[config.mk]
export PLATFORM = sky130hd
export DESIGN_NAME = string_pool_utf8_checker_unit
export DESIGN_NICKNAME = d
export VERILOG_FILES = /design/src/hdl/spu8_pkg.sv /design/src/hdl/spu8_front.sv /design/src/hdl/spu8_queue.sv /design/src/hdl/spu8_back.sv /design/src/hdl/string_pool_utf8_checker_unit.sv
export SDC_FILE = /design/constraint.sdc
export NUM_CORES = 1
export LEC_CHECK = 0
export ABC_AREA = 1
export BUFFER_PORTS_ARGS = -buffer_cell sky130_fd_sc_hd__buf_2
export CAP_MARGIN = 20
export CORE_MARGIN = 2
export CORE_UTILIZATION = 35
export DETAILED_ROUTE_END_ITERATION = 16
export GPL_ROUTABILITY_DRIVEN = 0
export SYNTH_ARGS = -nofsm -noshare
export SYNTH_HDL_FRONTEND = slang
export SYNTH_SLANG_ARGS = --single-unit
[constraint.sdc]
create_clock -name clk_i -period 6.6 [get_ports clk_i]
set_clock_uncertainty 0.2 [all_clocks]
set_input_delay 1.65 -clock clk_i [delete_from_list [all_inputs] [get_ports clk_i]]
set_output_delay 1.65 -clock clk_i [all_outputs]
set_load 0.1 [all_outputs]
[src/hdl/spu8_pkg.sv]
// shared types and constants for the string pool utf-8 checker
// used by the front, the queue, the back end and the top level
`default_nettype none

package spu8_pkg;

  localparam int unsigned QueueDepth = 2;
  localparam int unsigned QueuePtrW  = (QueueDepth > 1) ? $clog2(QueueDepth) : 1;
  localparam int unsigned QueueCntW  = $clog2(QueueDepth + 1);

  localparam logic [31:0] PoolSizeReset      = 32'd4;
  localparam logic [31:0] ExpectedCountReset = 32'd0;

  // configuration register indexes
  localparam logic CfgPoolSize      = 1'b0;
  localparam logic CfgExpectedCount = 1'b1;

  typedef enum logic [1:0] {
    StatusOk     = 2'd0,
    StatusString = 2'd1,
    StatusUtf8   = 2'd2
  } status_e;

  // one pool byte as classified by the front
  typedef struct packed {
    logic [7:0]  data;
    logic        last;   // final byte of the pool
    logic        late;   // byte already lies past the pool end
    logic [31:0] room;   // pool bytes still to come after this one
  } entry_t;

endpackage

`default_nettype wire

[src/hdl/spu8_front.sv]
// front end: accepts pool bytes, tracks the pool position and tags each byte
// depends on spu8_pkg
`default_nettype none

module spu8_front (
  input  wire logic          clk_i,
  input  wire logic          rst_ni,
  input  wire logic [31:0]   pool_size_i,
  input  wire logic          data_valid_i,
  input  wire logic [7:0]    data_byte_i,
  output logic               data_stall_o,
  input  wire logic          q_full_i,
  output logic               q_push_o,
  output spu8_pkg::entry_t   q_entry_o
);
  import spu8_pkg::*;

  // position of the next byte, counted from one
  logic [32:0] pos_q, pos_d;
  logic [32:0] size_eff;
  logic [33:0] diff;
  logic        last;

  assign data_stall_o = q_full_i;
  assign q_push_o     = data_valid_i && !q_full_i;

  assign size_eff = {(pool_size_i == 32'd0), pool_size_i};
  assign diff     = {1'b0, size_eff} - {1'b0, pos_q};
  assign last     = (pos_q[31:0] == pool_size_i);

  assign q_entry_o.data = data_byte_i;
  assign q_entry_o.last = last;
  assign q_entry_o.late = diff[33];
  assign q_entry_o.room = diff[31:0];

  always_comb begin
    pos_d = pos_q;
    if (q_push_o) begin
      if (last) begin
        pos_d = 33'd1;
      end else begin
        pos_d = {1'b0, pos_q[31:0]} + 33'd1;
      end
    end
  end

  always_ff @(posedge clk_i or negedge rst_ni) begin
    if (!rst_ni) begin
      pos_q <= 33'd1;
    end else begin
      pos_q <= pos_d;
    end
  end

endmodule

`default_nettype wire

[src/hdl/spu8_queue.sv]
// short register queue between the front and the back end
// depends on spu8_pkg
`default_nettype none

module spu8_queue (
  input  wire logic              clk_i,
  input  wire logic              rst_ni,
  input  wire logic              push_i,
  input  wire spu8_pkg::entry_t  push_entry_i,
  output logic                   full_o,
  input  wire logic              pop_i,
  output logic                   valid_o,
  output spu8_pkg::entry_t       pop_entry_o
);
  import spu8_pkg::*;

  entry_t                 slot_q [QueueDepth];
  logic [QueuePtrW-1:0]   wr_ptr_q, wr_ptr_d;
  logic [QueuePtrW-1:0]   rd_ptr_q, rd_ptr_d;
  logic [QueueCntW-1:0]   cnt_q, cnt_d;
  logic                   do_push, do_pop;

  assign full_o      = (cnt_q == QueueCntW'(QueueDepth));
  assign valid_o     = (cnt_q != '0);
  assign pop_entry_o = slot_q[rd_ptr_q];
  assign do_push     = push_i && !full_o;
  assign do_pop      = pop_i && valid_o;

  always_comb begin
    wr_ptr_d = wr_ptr_q;
    rd_ptr_d = rd_ptr_q;
    cnt_d    = cnt_q;
    if (do_push) begin
      wr_ptr_d = (wr_ptr_q == QueuePtrW'(QueueDepth - 1)) ? '0 : wr_ptr_q + 1'b1;
    end
    if (do_pop) begin
      rd_ptr_d = (rd_ptr_q == QueuePtrW'(QueueDepth - 1)) ? '0 : rd_ptr_q + 1'b1;
    end
    if (do_push && !do_pop) begin
      cnt_d = cnt_q + 1'b1;
    end else if (do_pop && !do_push) begin
      cnt_d = cnt_q - 1'b1;
    end
  end

  always_ff @(posedge clk_i or negedge rst_ni) begin
    if (!rst_ni) begin
      wr_ptr_q <= '0;
      rd_ptr_q <= '0;
      cnt_q    <= '0;
    end else begin
      wr_ptr_q <= wr_ptr_d;
      rd_ptr_q <= rd_ptr_d;
      cnt_q    <= cnt_d;
    end
  end

  always_ff @(posedge clk_i) begin
    if (do_push) begin
      slot_q[wr_ptr_q] <= push_entry_i;
    end
  end

endmodule

`default_nettype wire

[src/hdl/spu8_back.sv]
// back end: string framing, strict utf-8 decoding, first-error capture and
// the per-pool result register; depends on spu8_pkg
`default_nettype none

module spu8_back (
  input  wire logic              clk_i,
  input  wire logic              rst_ni,
  input  wire logic [31:0]       expected_count_i,
  input  wire logic              q_valid_i,
  input  wire spu8_pkg::entry_t  q_entry_i,
  output logic                   q_pop_o,
  output logic                   res_valid_o,
  output logic [1:0]             status_o,
  output logic [31:0]            string_count_o,
  input  wire logic              res_stall_i
);
  import spu8_pkg::*;

  typedef enum logic [1:0] {
    PhLength = 2'd0,
    PhBody   = 2'd1,
    PhPad    = 2'd2
  } phase_e;

  phase_e      ph_q, ph_d;
  logic [1:0]  fpos_q, fpos_d;
  logic [31:0] slen_q, slen_d;
  logic [31:0] brem_q, brem_d;
  logic [1:0]  prem_q, prem_d;
  logic [1:0]  srem_q, srem_d;
  logic [2:0]  stot_q, stot_d;
  logic [20:0] acc_q, acc_d;
  logic [31:0] seen_q, seen_d;
  status_e     err_q, err_d;
  logic        povf_q, povf_d;

  logic        res_valid_q, res_valid_d;
  status_e     status_q, status_d;
  logic [31:0] count_q, count_d;

  logic [7:0]  b;
  logic [20:0] acc_new;
  logic [31:0] len_full;
  logic [1:0]  pad;

  assign q_pop_o        = q_valid_i && (!res_valid_q || !res_stall_i);
  assign res_valid_o    = res_valid_q;
  assign status_o       = status_q;
  assign string_count_o = count_q;

  assign b        = q_entry_i.data;
  assign acc_new  = {acc_q[14:0], b[5:0]};
  assign len_full = {b, slen_q[23:0]};
  assign pad      = 2'd0 - len_full[1:0];

  always_comb begin
    ph_d        = ph_q;
    fpos_d      = fpos_q;
    slen_d      = slen_q;
    brem_d      = brem_q;
    prem_d      = prem_q;
    srem_d      = srem_q;
    stot_d      = stot_q;
    acc_d       = acc_q;
    seen_d      = seen_q;
    err_d       = err_q;
    povf_d      = povf_q;
    res_valid_d = res_valid_q && res_stall_i;
    status_d    = status_q;
    count_d     = count_q;

    if (q_pop_o) begin
      if (err_q == StatusOk) begin
        unique case (ph_q)
          PhLength: begin
            unique case (fpos_q)
              2'd0: slen_d = {24'd0, b};
              2'd1: slen_d = {slen_q[31:16], b, slen_q[7:0]};
              2'd2: slen_d = {slen_q[31:24], b, slen_q[15:0]};
              default: slen_d = len_full;
            endcase
            fpos_d = fpos_q + 2'd1;
            if (fpos_q == 2'd3) begin
              if (q_entry_i.late || (len_full > q_entry_i.room)) begin
                err_d = StatusString;
              end else begin
                povf_d = q_entry_i.late ||
                         (({1'b0, len_full} + {31'd0, pad}) > {1'b0, q_entry_i.room});
                brem_d = len_full;
                prem_d = pad;
                srem_d = 2'd0;
                stot_d = 3'd0;
                acc_d  = '0;
                ph_d   = PhBody;
                // empty string: no sequence open, so padding decides
                if (len_full == 32'd0) begin
                  if (povf_d) begin
                    err_d = StatusString;
                  end else if (pad == 2'd0) begin
                    seen_d = seen_q + 32'd1;
                    ph_d   = PhLength;
                  end else begin
                    ph_d = PhPad;
                  end
                end
              end
            end
          end
          PhBody: begin
            if (srem_q == 2'd0) begin
              if (!b[7]) begin
                // plain ascii
              end else if (b[7:5] == 3'b110) begin
                acc_d = {16'd0, b[4:0]};
                if (b[4:1] == 4'd0) begin
                  err_d = StatusUtf8;
                end else begin
                  stot_d = 3'd2;
                  srem_d = 2'd1;
                end
              end else if (b[7:4] == 4'b1110) begin
                acc_d  = {17'd0, b[3:0]};
                stot_d = 3'd3;
                srem_d = 2'd2;
              end else if (b[7:3] == 5'b11110) begin
                acc_d  = {18'd0, b[2:0]};
                stot_d = 3'd4;
                srem_d = 2'd3;
              end else begin
                err_d = StatusUtf8;
              end
            end else if (b[7:6] != 2'b10) begin
              err_d = StatusUtf8;
            end else begin
              acc_d  = acc_new;
              srem_d = srem_q - 2'd1;
              if (srem_q == 2'd1) begin
                if ((stot_q == 3'd3) && (acc_new < 21'h000800)) begin
                  err_d = StatusUtf8;
                end else if ((stot_q == 3'd4) &&
                             ((acc_new < 21'h010000) || (acc_new > 21'h10FFFF))) begin
                  err_d = StatusUtf8;
                end else if ((acc_new >= 21'h00D800) && (acc_new <= 21'h00DFFF)) begin
                  err_d = StatusUtf8;
                end
              end
            end
            if (err_d == StatusOk) begin
              brem_d = brem_q - 32'd1;
              if (brem_q == 32'd1) begin
                if (srem_d != 2'd0) begin
                  err_d = StatusUtf8;
                end else if (povf_q) begin
                  err_d = StatusString;
                end else if (prem_q == 2'd0) begin
                  seen_d = seen_q + 32'd1;
                  ph_d   = PhLength;
                end else begin
                  ph_d = PhPad;
                end
              end
            end
          end
          PhPad: begin
            if (b != 8'd0) begin
              err_d = StatusString;
            end else begin
              prem_d = prem_q - 2'd1;
              if (prem_q == 2'd1) begin
                seen_d = seen_q + 32'd1;
                ph_d   = PhLength;
              end
            end
          end
          default: begin
            ph_d = PhLength;
          end
        endcase
      end

      if (q_entry_i.last) begin
        // pool ends: framing left open, then the count check
        if ((err_d == StatusOk) && ((ph_d != PhLength) || (fpos_d != 2'd0))) begin
          err_d = StatusString;
        end
        if ((err_d == StatusOk) && (seen_d != expected_count_i)) begin
          err_d = StatusString;
        end
        res_valid_d = 1'b1;
        status_d    = err_d;
        count_d     = seen_d;
        ph_d        = PhLength;
        fpos_d      = 2'd0;
        slen_d      = '0;
        brem_d      = '0;
        prem_d      = 2'd0;
        srem_d      = 2'd0;
        stot_d      = 3'd0;
        acc_d       = '0;
        seen_d      = '0;
        err_d       = StatusOk;
        povf_d      = 1'b0;
      end
    end
  end

  always_ff @(posedge clk_i or negedge rst_ni) begin
    if (!rst_ni) begin
      ph_q        <= PhLength;
      fpos_q      <= 2'd0;
      slen_q      <= '0;
      brem_q      <= '0;
      prem_q      <= 2'd0;
      srem_q      <= 2'd0;
      stot_q      <= 3'd0;
      acc_q       <= '0;
      seen_q      <= '0;
      err_q       <= StatusOk;
      povf_q      <= 1'b0;
      res_valid_q <= 1'b0;
      status_q    <= StatusOk;
      count_q     <= '0;
    end else begin
      ph_q        <= ph_d;
      fpos_q      <= fpos_d;
      slen_q      <= slen_d;
      brem_q      <= brem_d;
      prem_q      <= prem_d;
      srem_q      <= srem_d;
      stot_q      <= stot_d;
      acc_q       <= acc_d;
      seen_q      <= seen_d;
      err_q       <= err_d;
      povf_q      <= povf_d;
      res_valid_q <= res_valid_d;
      status_q    <= status_d;
      count_q     <= count_d;
    end
  end

endmodule

`default_nettype wire

[src/hdl/string_pool_utf8_checker_unit.sv]
// top level of the string pool utf-8 checker: configuration registers,
// front end, queue and back end; depends on spu8_pkg and the spu8_* modules
//
//   channel   direction  handshake                 payload
//   data      in         data_valid_i/data_stall_o data_byte_i
//   result    out        res_valid_o/res_stall_i   status_o, string_count_o
//   config    in         cfg_we_i                  cfg_index_i, cfg_wdata_i
//
// one byte is taken every cycle while the two-entry queue has room; the back end
// retires one queued byte per cycle unless a result waits, so sustained rate is
// one byte a cycle; a result is registered when the last byte of a pool leaves
// the queue; the back end holds while a result waits, and the queue then fills
// and stalls the input; reset gives pool_size 4, expected_count 0 and an empty pool
`default_nettype none

module string_pool_utf8_checker_unit (
  input  wire logic        clk_i,
  input  wire logic        rst_ni,
  input  wire logic        data_valid_i,
  input  wire logic [7:0]  data_byte_i,
  output logic             data_stall_o,
  output logic             res_valid_o,
  output logic [1:0]       status_o,
  output logic [31:0]      string_count_o,
  input  wire logic        res_stall_i,
  input  wire logic        cfg_we_i,
  input  wire logic        cfg_index_i,
  input  wire logic [31:0] cfg_wdata_i
);
  import spu8_pkg::*;

  logic [31:0] pool_size_q, pool_size_d;
  logic [31:0] expected_q, expected_d;

  logic   q_push, q_full, q_pop, q_valid;
  entry_t push_entry, pop_entry;

  always_comb begin
    pool_size_d = pool_size_q;
    expected_d  = expected_q;
    if (cfg_we_i) begin
      unique case (cfg_index_i)
        CfgPoolSize:      pool_size_d = cfg_wdata_i;
        CfgExpectedCount: expected_d  = cfg_wdata_i;
        default: begin
        end
      endcase
    end
  end

  always_ff @(posedge clk_i or negedge rst_ni) begin
    if (!rst_ni) begin
      pool_size_q <= PoolSizeReset;
      expected_q  <= ExpectedCountReset;
    end else begin
      pool_size_q <= pool_size_d;
      expected_q  <= expected_d;
    end
  end

  spu8_front u_front (
    .clk_i        (clk_i),
    .rst_ni       (rst_ni),
    .pool_size_i  (pool_size_q),
    .data_valid_i (data_valid_i),
    .data_byte_i  (data_byte_i),
    .data_stall_o (data_stall_o),
    .q_full_i     (q_full),
    .q_push_o     (q_push),
    .q_entry_o    (push_entry)
  );

  spu8_queue u_queue (
    .clk_i        (clk_i),
    .rst_ni       (rst_ni),
    .push_i       (q_push),
    .push_entry_i (push_entry),
    .full_o       (q_full),
    .pop_i        (q_pop),
    .valid_o      (q_valid),
    .pop_entry_o  (pop_entry)
  );

  spu8_back u_back (
    .clk_i            (clk_i),
    .rst_ni           (rst_ni),
    .expected_count_i (expected_q),
    .q_valid_i        (q_valid),
    .q_entry_i        (pop_entry),
    .q_pop_o          (q_pop),
    .res_valid_o      (res_valid_o),
    .status_o         (status_o),
    .string_count_o   (string_count_o),
    .res_stall_i      (res_stall_i)
  );

endmodule

`default_nettype wire

# Word level (Yosys, flattened, before mapping)
# Memories as Yosys holds them, arrays and structs flattened.
# Index checks and enable logic that the tools add are counted.
classes:
  add_sub_neg: 13
  magnitude_cmp: 7
  n_eq_ne: 31
  n_mux: 134
  n_bitwise: 1
  n_reduce_logical: 60
ops:
  columns: ["op", "count"]
  rows:
  - ["32-bit 2-to-1 mux", 20]
  - ["15-bit 2-to-1 mux", 10]
  - ["2-bit 2-to-1 mux", 70]
  - ["32-bit case mux with 3 select lines", 1]
  - ["24-bit 2-to-1 mux", 3]
  - ["24-bit case mux with 3 select lines", 1]
  - ["32-bit zero test", 2]
  - ["32-bit case mux with 2 select lines", 1]
  - ["33-bit by 33-bit subtractor with 34-bit output", 1]
  - ["32-bit by 1-bit adder with 33-bit output (second input constant)", 1]
  - ["32-bit by 2-bit adder with 33-bit output", 1]
  - ["33-bit by 32-bit greater-than comparator with 1-bit output", 1]
  - ["33-bit 2-to-1 mux", 1]
  - ["32-bit by 1-bit adder with 32-bit output (second input constant)", 1]
  - ["32-bit by 1-bit equality test with 1-bit output (second input constant)", 1]
  - ["32-bit equality test", 1]
  - ["32-bit greater-than comparator", 1]
  - ["32-bit inequality test", 1]
  - ["32-bit by 1-bit subtractor with 32-bit output (second input constant)", 1]
  - ["3-bit 2-to-1 mux", 10]
  - ["15-bit case mux with 2 select lines", 1]
  - ["21-bit by 16-bit >= comparator with 1-bit output (second input constant)", 1]
  - ["21-bit greater-than comparator (second input constant)", 1]
  - ["21-bit by 16-bit less-or-equal comparator with 1-bit output (second input constant)", 1]
  - ["other kinds (37)", 113]
word_totals:
  register_bits: 253
  ramBits: 84
  in_bits: 46
  word_cells: 269
  memories: 1
memory_table:
  columns: ["name", "words", "width", "read_ports", "rd_clocked_by_memory_dff", "write_ports", "line", "source"]
  rows:
  - ["u_queue.slot_q", 2, 42, 1, 0, 1, "spu8_queue.sv:17", "entry_t slot_q [QueueDepth];"]

# Logic depth before layout (Yosys ltp)
# An unclocked memory read counts as a cell.
logic_depth:
  depth_word: 27
  ltp_mapped: 41

# By module
# A second synthesis with hierarchy kept.
unflattened:
  hier_cells: 3666
  area_unflattened_um2: 25373.1
modules_own_cells:
  columns: ["mod", "n_inst", "cells_per_inst", "area_per_inst_um2"]
  rows:
  - ["spu8_back", 1, 2238, 14500.2]
  - ["spu8_front", 1, 898, 4927.2]
  - ["spu8_queue", 1, 251, 3329.4]
  - ["string_pool_utf8_checker_unit", 1, 279, 2616.3]

# Worst setup path after synthesis
# Ideal clock, no wire load.
synth_path:
  kind: "reg2reg"
  startpoint: "register u_back.slen_q[0]"
  endpoint: "register u_back.status_q[0], in the netlist u_back.status_o[0]"
  setup_time_ns: 0.123
  t_arrival_ns: 4.685
  t_required_ns: 6.277
  path_slack_ns: 1.592
  path_stages_with_launch: 41
  path_buffers: 1
  period_less_slack_ns: 5.008
  cell_sequence: "dfrtp_1 inv_1 ha_1 inv_1 nand3_1 nor2_1 nand2_1 nor2_1 inv_1 nor4_1 nand3_1 nor4_1 nand4_1 xor2_1 inv_1 ha_1 nand2_1 inv_1 [... 5 more ...] nand2_1 nand2_2 nand3_4 nor2_8 buf_6 nand2_1 nand3_2 nand3_2 nand2_1 nand2_1 nand2_1 nand2_1 nor2_1 nand3_1 nor2_1 nand3_1 nand2_1 nand2_1"
synth_between:
  elab_chain_len: 20
synth_rtl:
  columns: ["element", "line", "source"]
  rows:
  - ["start: declaration", "spu8_back.sv:27", "logic [31:0] slen_q, slen_d;"]
  - ["start signal: assignment", "spu8_back.sv:226", "slen_q <= slen_d;"]
  - ["1-bit by 2-bit subtractor with 2-bit output", "spu8_back.sv:54", "assign pad = 2'd0 - len_full[1:0];"]
  - ["32-bit by 2-bit adder with 33-bit output", "spu8_back.sv:88", "(({1'b0, len_full} + {31'd0, pad}) > {1'b0, q_entry_i.room});"]
  - ["33-bit by 32-bit greater-than comparator with 1-bit output", "spu8_back.sv:88", null]
  - ["1-bit logical OR", "spu8_back.sv:87", "povf_d = q_entry_i.late ||"]
  - ["2-bit 2-to-1 mux", "spu8_back.sv:97", "if (povf_d) begin"]
  - ["2-bit 2-to-1 mux", "spu8_back.sv:96", "if (len_full == 32'd0) begin"]
  - ["2-bit 2-to-1 mux", "spu8_back.sv:84", "if (q_entry_i.late || (len_full > q_entry_i.room)) begin"]
  - ["2-bit 2-to-1 mux", "spu8_back.sv:83", "if (fpos_q == 2'd3) begin"]
  - ["[... 4 more ...]", null, null]
  - ["1-bit logical OR", "spu8_back.sv:183", "if ((err_d == StatusOk) && ((ph_d != PhLength) || (fpos_d != 2'd0))) begin"]
  - ["1-bit logical AND", "spu8_back.sv:183", null]
  - ["2-bit 2-to-1 mux", "spu8_back.sv:183", null]
  - ["2-bit 2-to-1 mux", "spu8_back.sv:181", "if (q_entry_i.last) begin"]
  - ["2-bit 2-to-1 mux", "spu8_back.sv:72", "if (q_pop_o) begin"]
  - ["2-bit zero test", "spu8_back.sv:186", "if ((err_d == StatusOk) && (seen_d != expected_count_i)) begin"]
  - ["1-bit logical AND", "spu8_back.sv:186", null]
  - ["2-bit 2-to-1 mux (*)", "spu8_back.sv:186", null]
  - ["end signal: assignment", "spu8_back.sv:221", "status_q <= StatusOk;"]
  - ["end signal: assignment", "spu8_back.sv:236", "status_q <= status_d;"]
  - ["end: declaration", "spu8_back.sv:38", "status_e status_q, status_d;"]
# Every way passes the cells marked *; elsewhere a longest branch is shown, timed or not. The select of a mux whose other input is x is not followed.
# A chain may end at the register's enable or synchronous reset.

# Worst setup path in the final report
# Same ends and word-level chain as after synthesis.

==> impl_metrics.tcl <==
set metrics [dict create \
    status "completed" \
    numCtsBuffers 39 \
    crit_buf_inv 4 \
    die_x_um 256.4 \
    synth_top_family_by_area "simple AND/OR/NAND/NOR gates" \
    ys_types 64 \
    synth_nets 3093 \
    crit_type "flop to flop" \
    synth_xor_area_frac 0.03418 \
    initial_core_util 0.3534 \
    timing.slew.headroom 0.3176 \
    wl_um 70810 \
    yosys.area_share.adder 0.06375 \
    power_density_nw_per_um2 484.4 \
    hp-class "flop to flop" \
    critPathMaxStageDelay_ns 0.39 \
    drt_iter0_markers 2019 \
    drt-vias-per-instance 5.311 \
    critPathLaunchType "flop" \
    drive_gt1_frac 0.08509 \
    worst_slew_pin_slew_ns 1.024 \
    yosys.area.top_type_share 0.2817 \
    fp-row-count 92 \
    synth_edf_count 84 \
    synth.area.top_cells "dfrtp_1 (28%), nand2_1 (11%), edfxtp_1 (11%), inv_1 (6.3%), ha_1 (6.3%)" \
    yosysWarnings 0 \
    die_h_um 256.4 \
    worst_slack_ns 0.7729 \
    grt_pass1_vias 18900 \
    max_freq_mhz 171.6 \
    core_um2 63080 \
    clock_sink_count 337 \
    top_level_ports 82 \
    finalSetupTns_ns 0 \
    crit_slowest_cell "dfrtp_1" \
    max_cap_viol_count 0 \
    clk-insertion-delay-late_ns 0.59 \
    ctsRootBufferMaster "clkbuf_16" \
    hold_ws_ns 0.2879 \
    fill_cells 6621 \
    ir_worst_vdd_mv 0.3356 \
    critPathCaptureType "flop" \
    pre_cts_slack_ns 0.5043 \
    p_total_mw 12.13 \
    synth_mux_area_frac 0.01392 \
    area_growth_syn_to_layout_pct 12.32 \
    grt_max_degree 119 \
    clk_pin_slew_ns 0.07 \
    finalNetCount 3160 \
    grt_pass1_wl_um 109800 \
    synth.largest_area_cell "dfrtp_1" \
    worstPathArrival_ns 6.09 \
    critPathMaxFanout 8 \
    ys_seq_area_frac 0.3972 \
    synth_flop_cell "dfrtp_1" \
    cts.htree.levels 2 \
    synth-simple-area-share 0.2685 \
    p_leak_nw 11.60 \
    maxSlewViolCount 0 \
    ant_nets 0 \
    period_share 0.8829 \
    async_flop_share 0.7507 \
    avgSynthCellArea_um2 7.599 \
    critPathTopFamily "simple AND/OR/NAND/NOR gates" \
    die_area_um2 65740 \
    multi_input_area_um2 11670 \
    synthCells 2934 \
    gr-total-overflow 0 \
    antenna_cells 0 \
    post-route-drc-count 0 \
    timing.final.hold_violations 0 \
    cts_hold_buf 0 \
    io_buffers 81 \
    vias 20600 \
    dp_hpwl_um 51540 \
    ys_seq_elements 337 \
    synth_compound_area_frac 0.1380 \
    wl_per_cell_um 18.26 \
    drt_pre_antenna_iters 7 \
    cts_tree "built" \
    setup_violations 0 \
    finalCriticalPeriod_ns 5.827 \
    gr-usage-all-layers 0.2108 \
    syn_area_um2 22300 \
    antenna_found_initial 1 \
    regArea_um2 8857 \
    cpMostUsedCell "nand2_1" \
    cp.required_ns 6.86 \
    cts_max_path_buffers 3 \
]
## tightest hold or removal path, stage by stage (launching register included)
cell     delay [ns]
dfrtp_1        0.34
nand2_1        0.05
o21ai_0        0.06
## per-stage QoR
step	instance area (µm²)	instances	utilization
after detailed placement	23590	3796	0.3740
after global placement	23590	3796	0.3740
after floorplan	22300	2934	-
after CTS	24890	3868	0.3946
final	25040	3878	0.3970
after global routing	25040	3878	0.3970
## cell type report
cell class	instances	share of cell area
flip-flops and latches	337	0.3537
inverters	389	0.05841
repair buffers	112	0.02753
multi-input cells	2122	0.4662
well taps	846	0.04227
clock buffers	47	0.04057
clock inverters	25	0.01134
## layer usage
layer	routed length [µm]	track usage
met5	7	0
met4	2063	0.06444
met3	6000	0.03262
met2	29760	0.3114
met1	32980	0.3143
## cell families (layout without fill, tap and decap cells)
family                     Yosys count  in the layout
AOI/OAI and AO/OA                  549            549
DFF                                337            337
buffers and inverters              478            573
adders and majority gates          113            113
muxes                               31             31
and+or+nand+nor                   1339           1342
xor gates and xnor gates            87             87
## repair_timing
action                     4_1_cts  5_1_grt
setup endpoints to repair        0        2
gates resized for setup          0        7
buffers inserted                 0        5
## final timing paths
check	start	end	slack, ns	cells after the start
max	u_back.slen_q[0]	u_back.status_o[0]	0.77	39
min	u_back.string_count_o[19]	u_back.string_count_o[19]	0.29	2
max reg2reg	u_back.slen_q[0]	u_back.status_o[0]	0.77	39
min reg2reg	u_back.string_count_o[19]	u_back.string_count_o[19]	0.29	2
max in group asynchronous	rst_ni	u_back.brem_q[13]	4.10	2
min in group asynchronous	rst_ni	u_back.acc_q[13]	0.83	1
## sequential cells by signal, summed over array words and instances (netlist names), 3 cells and up
name / count
u_queue.slot_q: 84
pool_size_q: 32
u_back.brem_q: 32
u_back.acc_q: 15
u_back.seen_q: 32
u_back.slen_q: 24
u_front.pos_q: 33
expected_q: 32
u_back.stot_q: 3
u_back.string_count_o: 32
## report_power, final
part | switching [mW] | internal (mW) | total, mW
Combinational | 4.79 | 1.76 | 6.55
Clock | 0.953 | 1.31 | 2.26
Sequential | 0.530 | 2.79 | 3.32
Total | 6.27 | 5.86 | 12.1
## cell usage in the layout (no fill, tap or decap), types with 13 or more instances in the layout
cell type / instances
a21oi_1: 141
buf_2: 80
buf_4: 27
clkbuf_16: 39
dfrtp_1: 250
edfxtp_1: 84
ha_1: 112
inv_1: 374
mux2i_1: 31
nand2_1: 676
nand2_2: 16
nand3_1: 213
nand3b_1: 25
nand4_1: 55
nor2_1: 216
nor3_1: 51
nor4_1: 33
o2111ai_1: 15
o211ai_1: 20
o21ai_0: 256
o21ai_1: 17
o22ai_1: 35
o31ai_1: 13
xor2_1: 77
## cells in the mapped netlist (all sizes together), types with 10 or more instances
master	n
nand3	224
nand3b	26
o31ai	13
clkbuf	69
a21oi	143
ha	112
o2111ai	15
o211ai	21
nand2	695
edfxtp	84
xnor2	10
nor4	36
mux2i	31
nor3	55
dfrtp	251
nor2	234
buf	20
a211oi	10
o22ai	35
nand4	56
inv	385
xor2	77
o21ai	276
No activity file was read; power rests on OpenSTA's default activity.
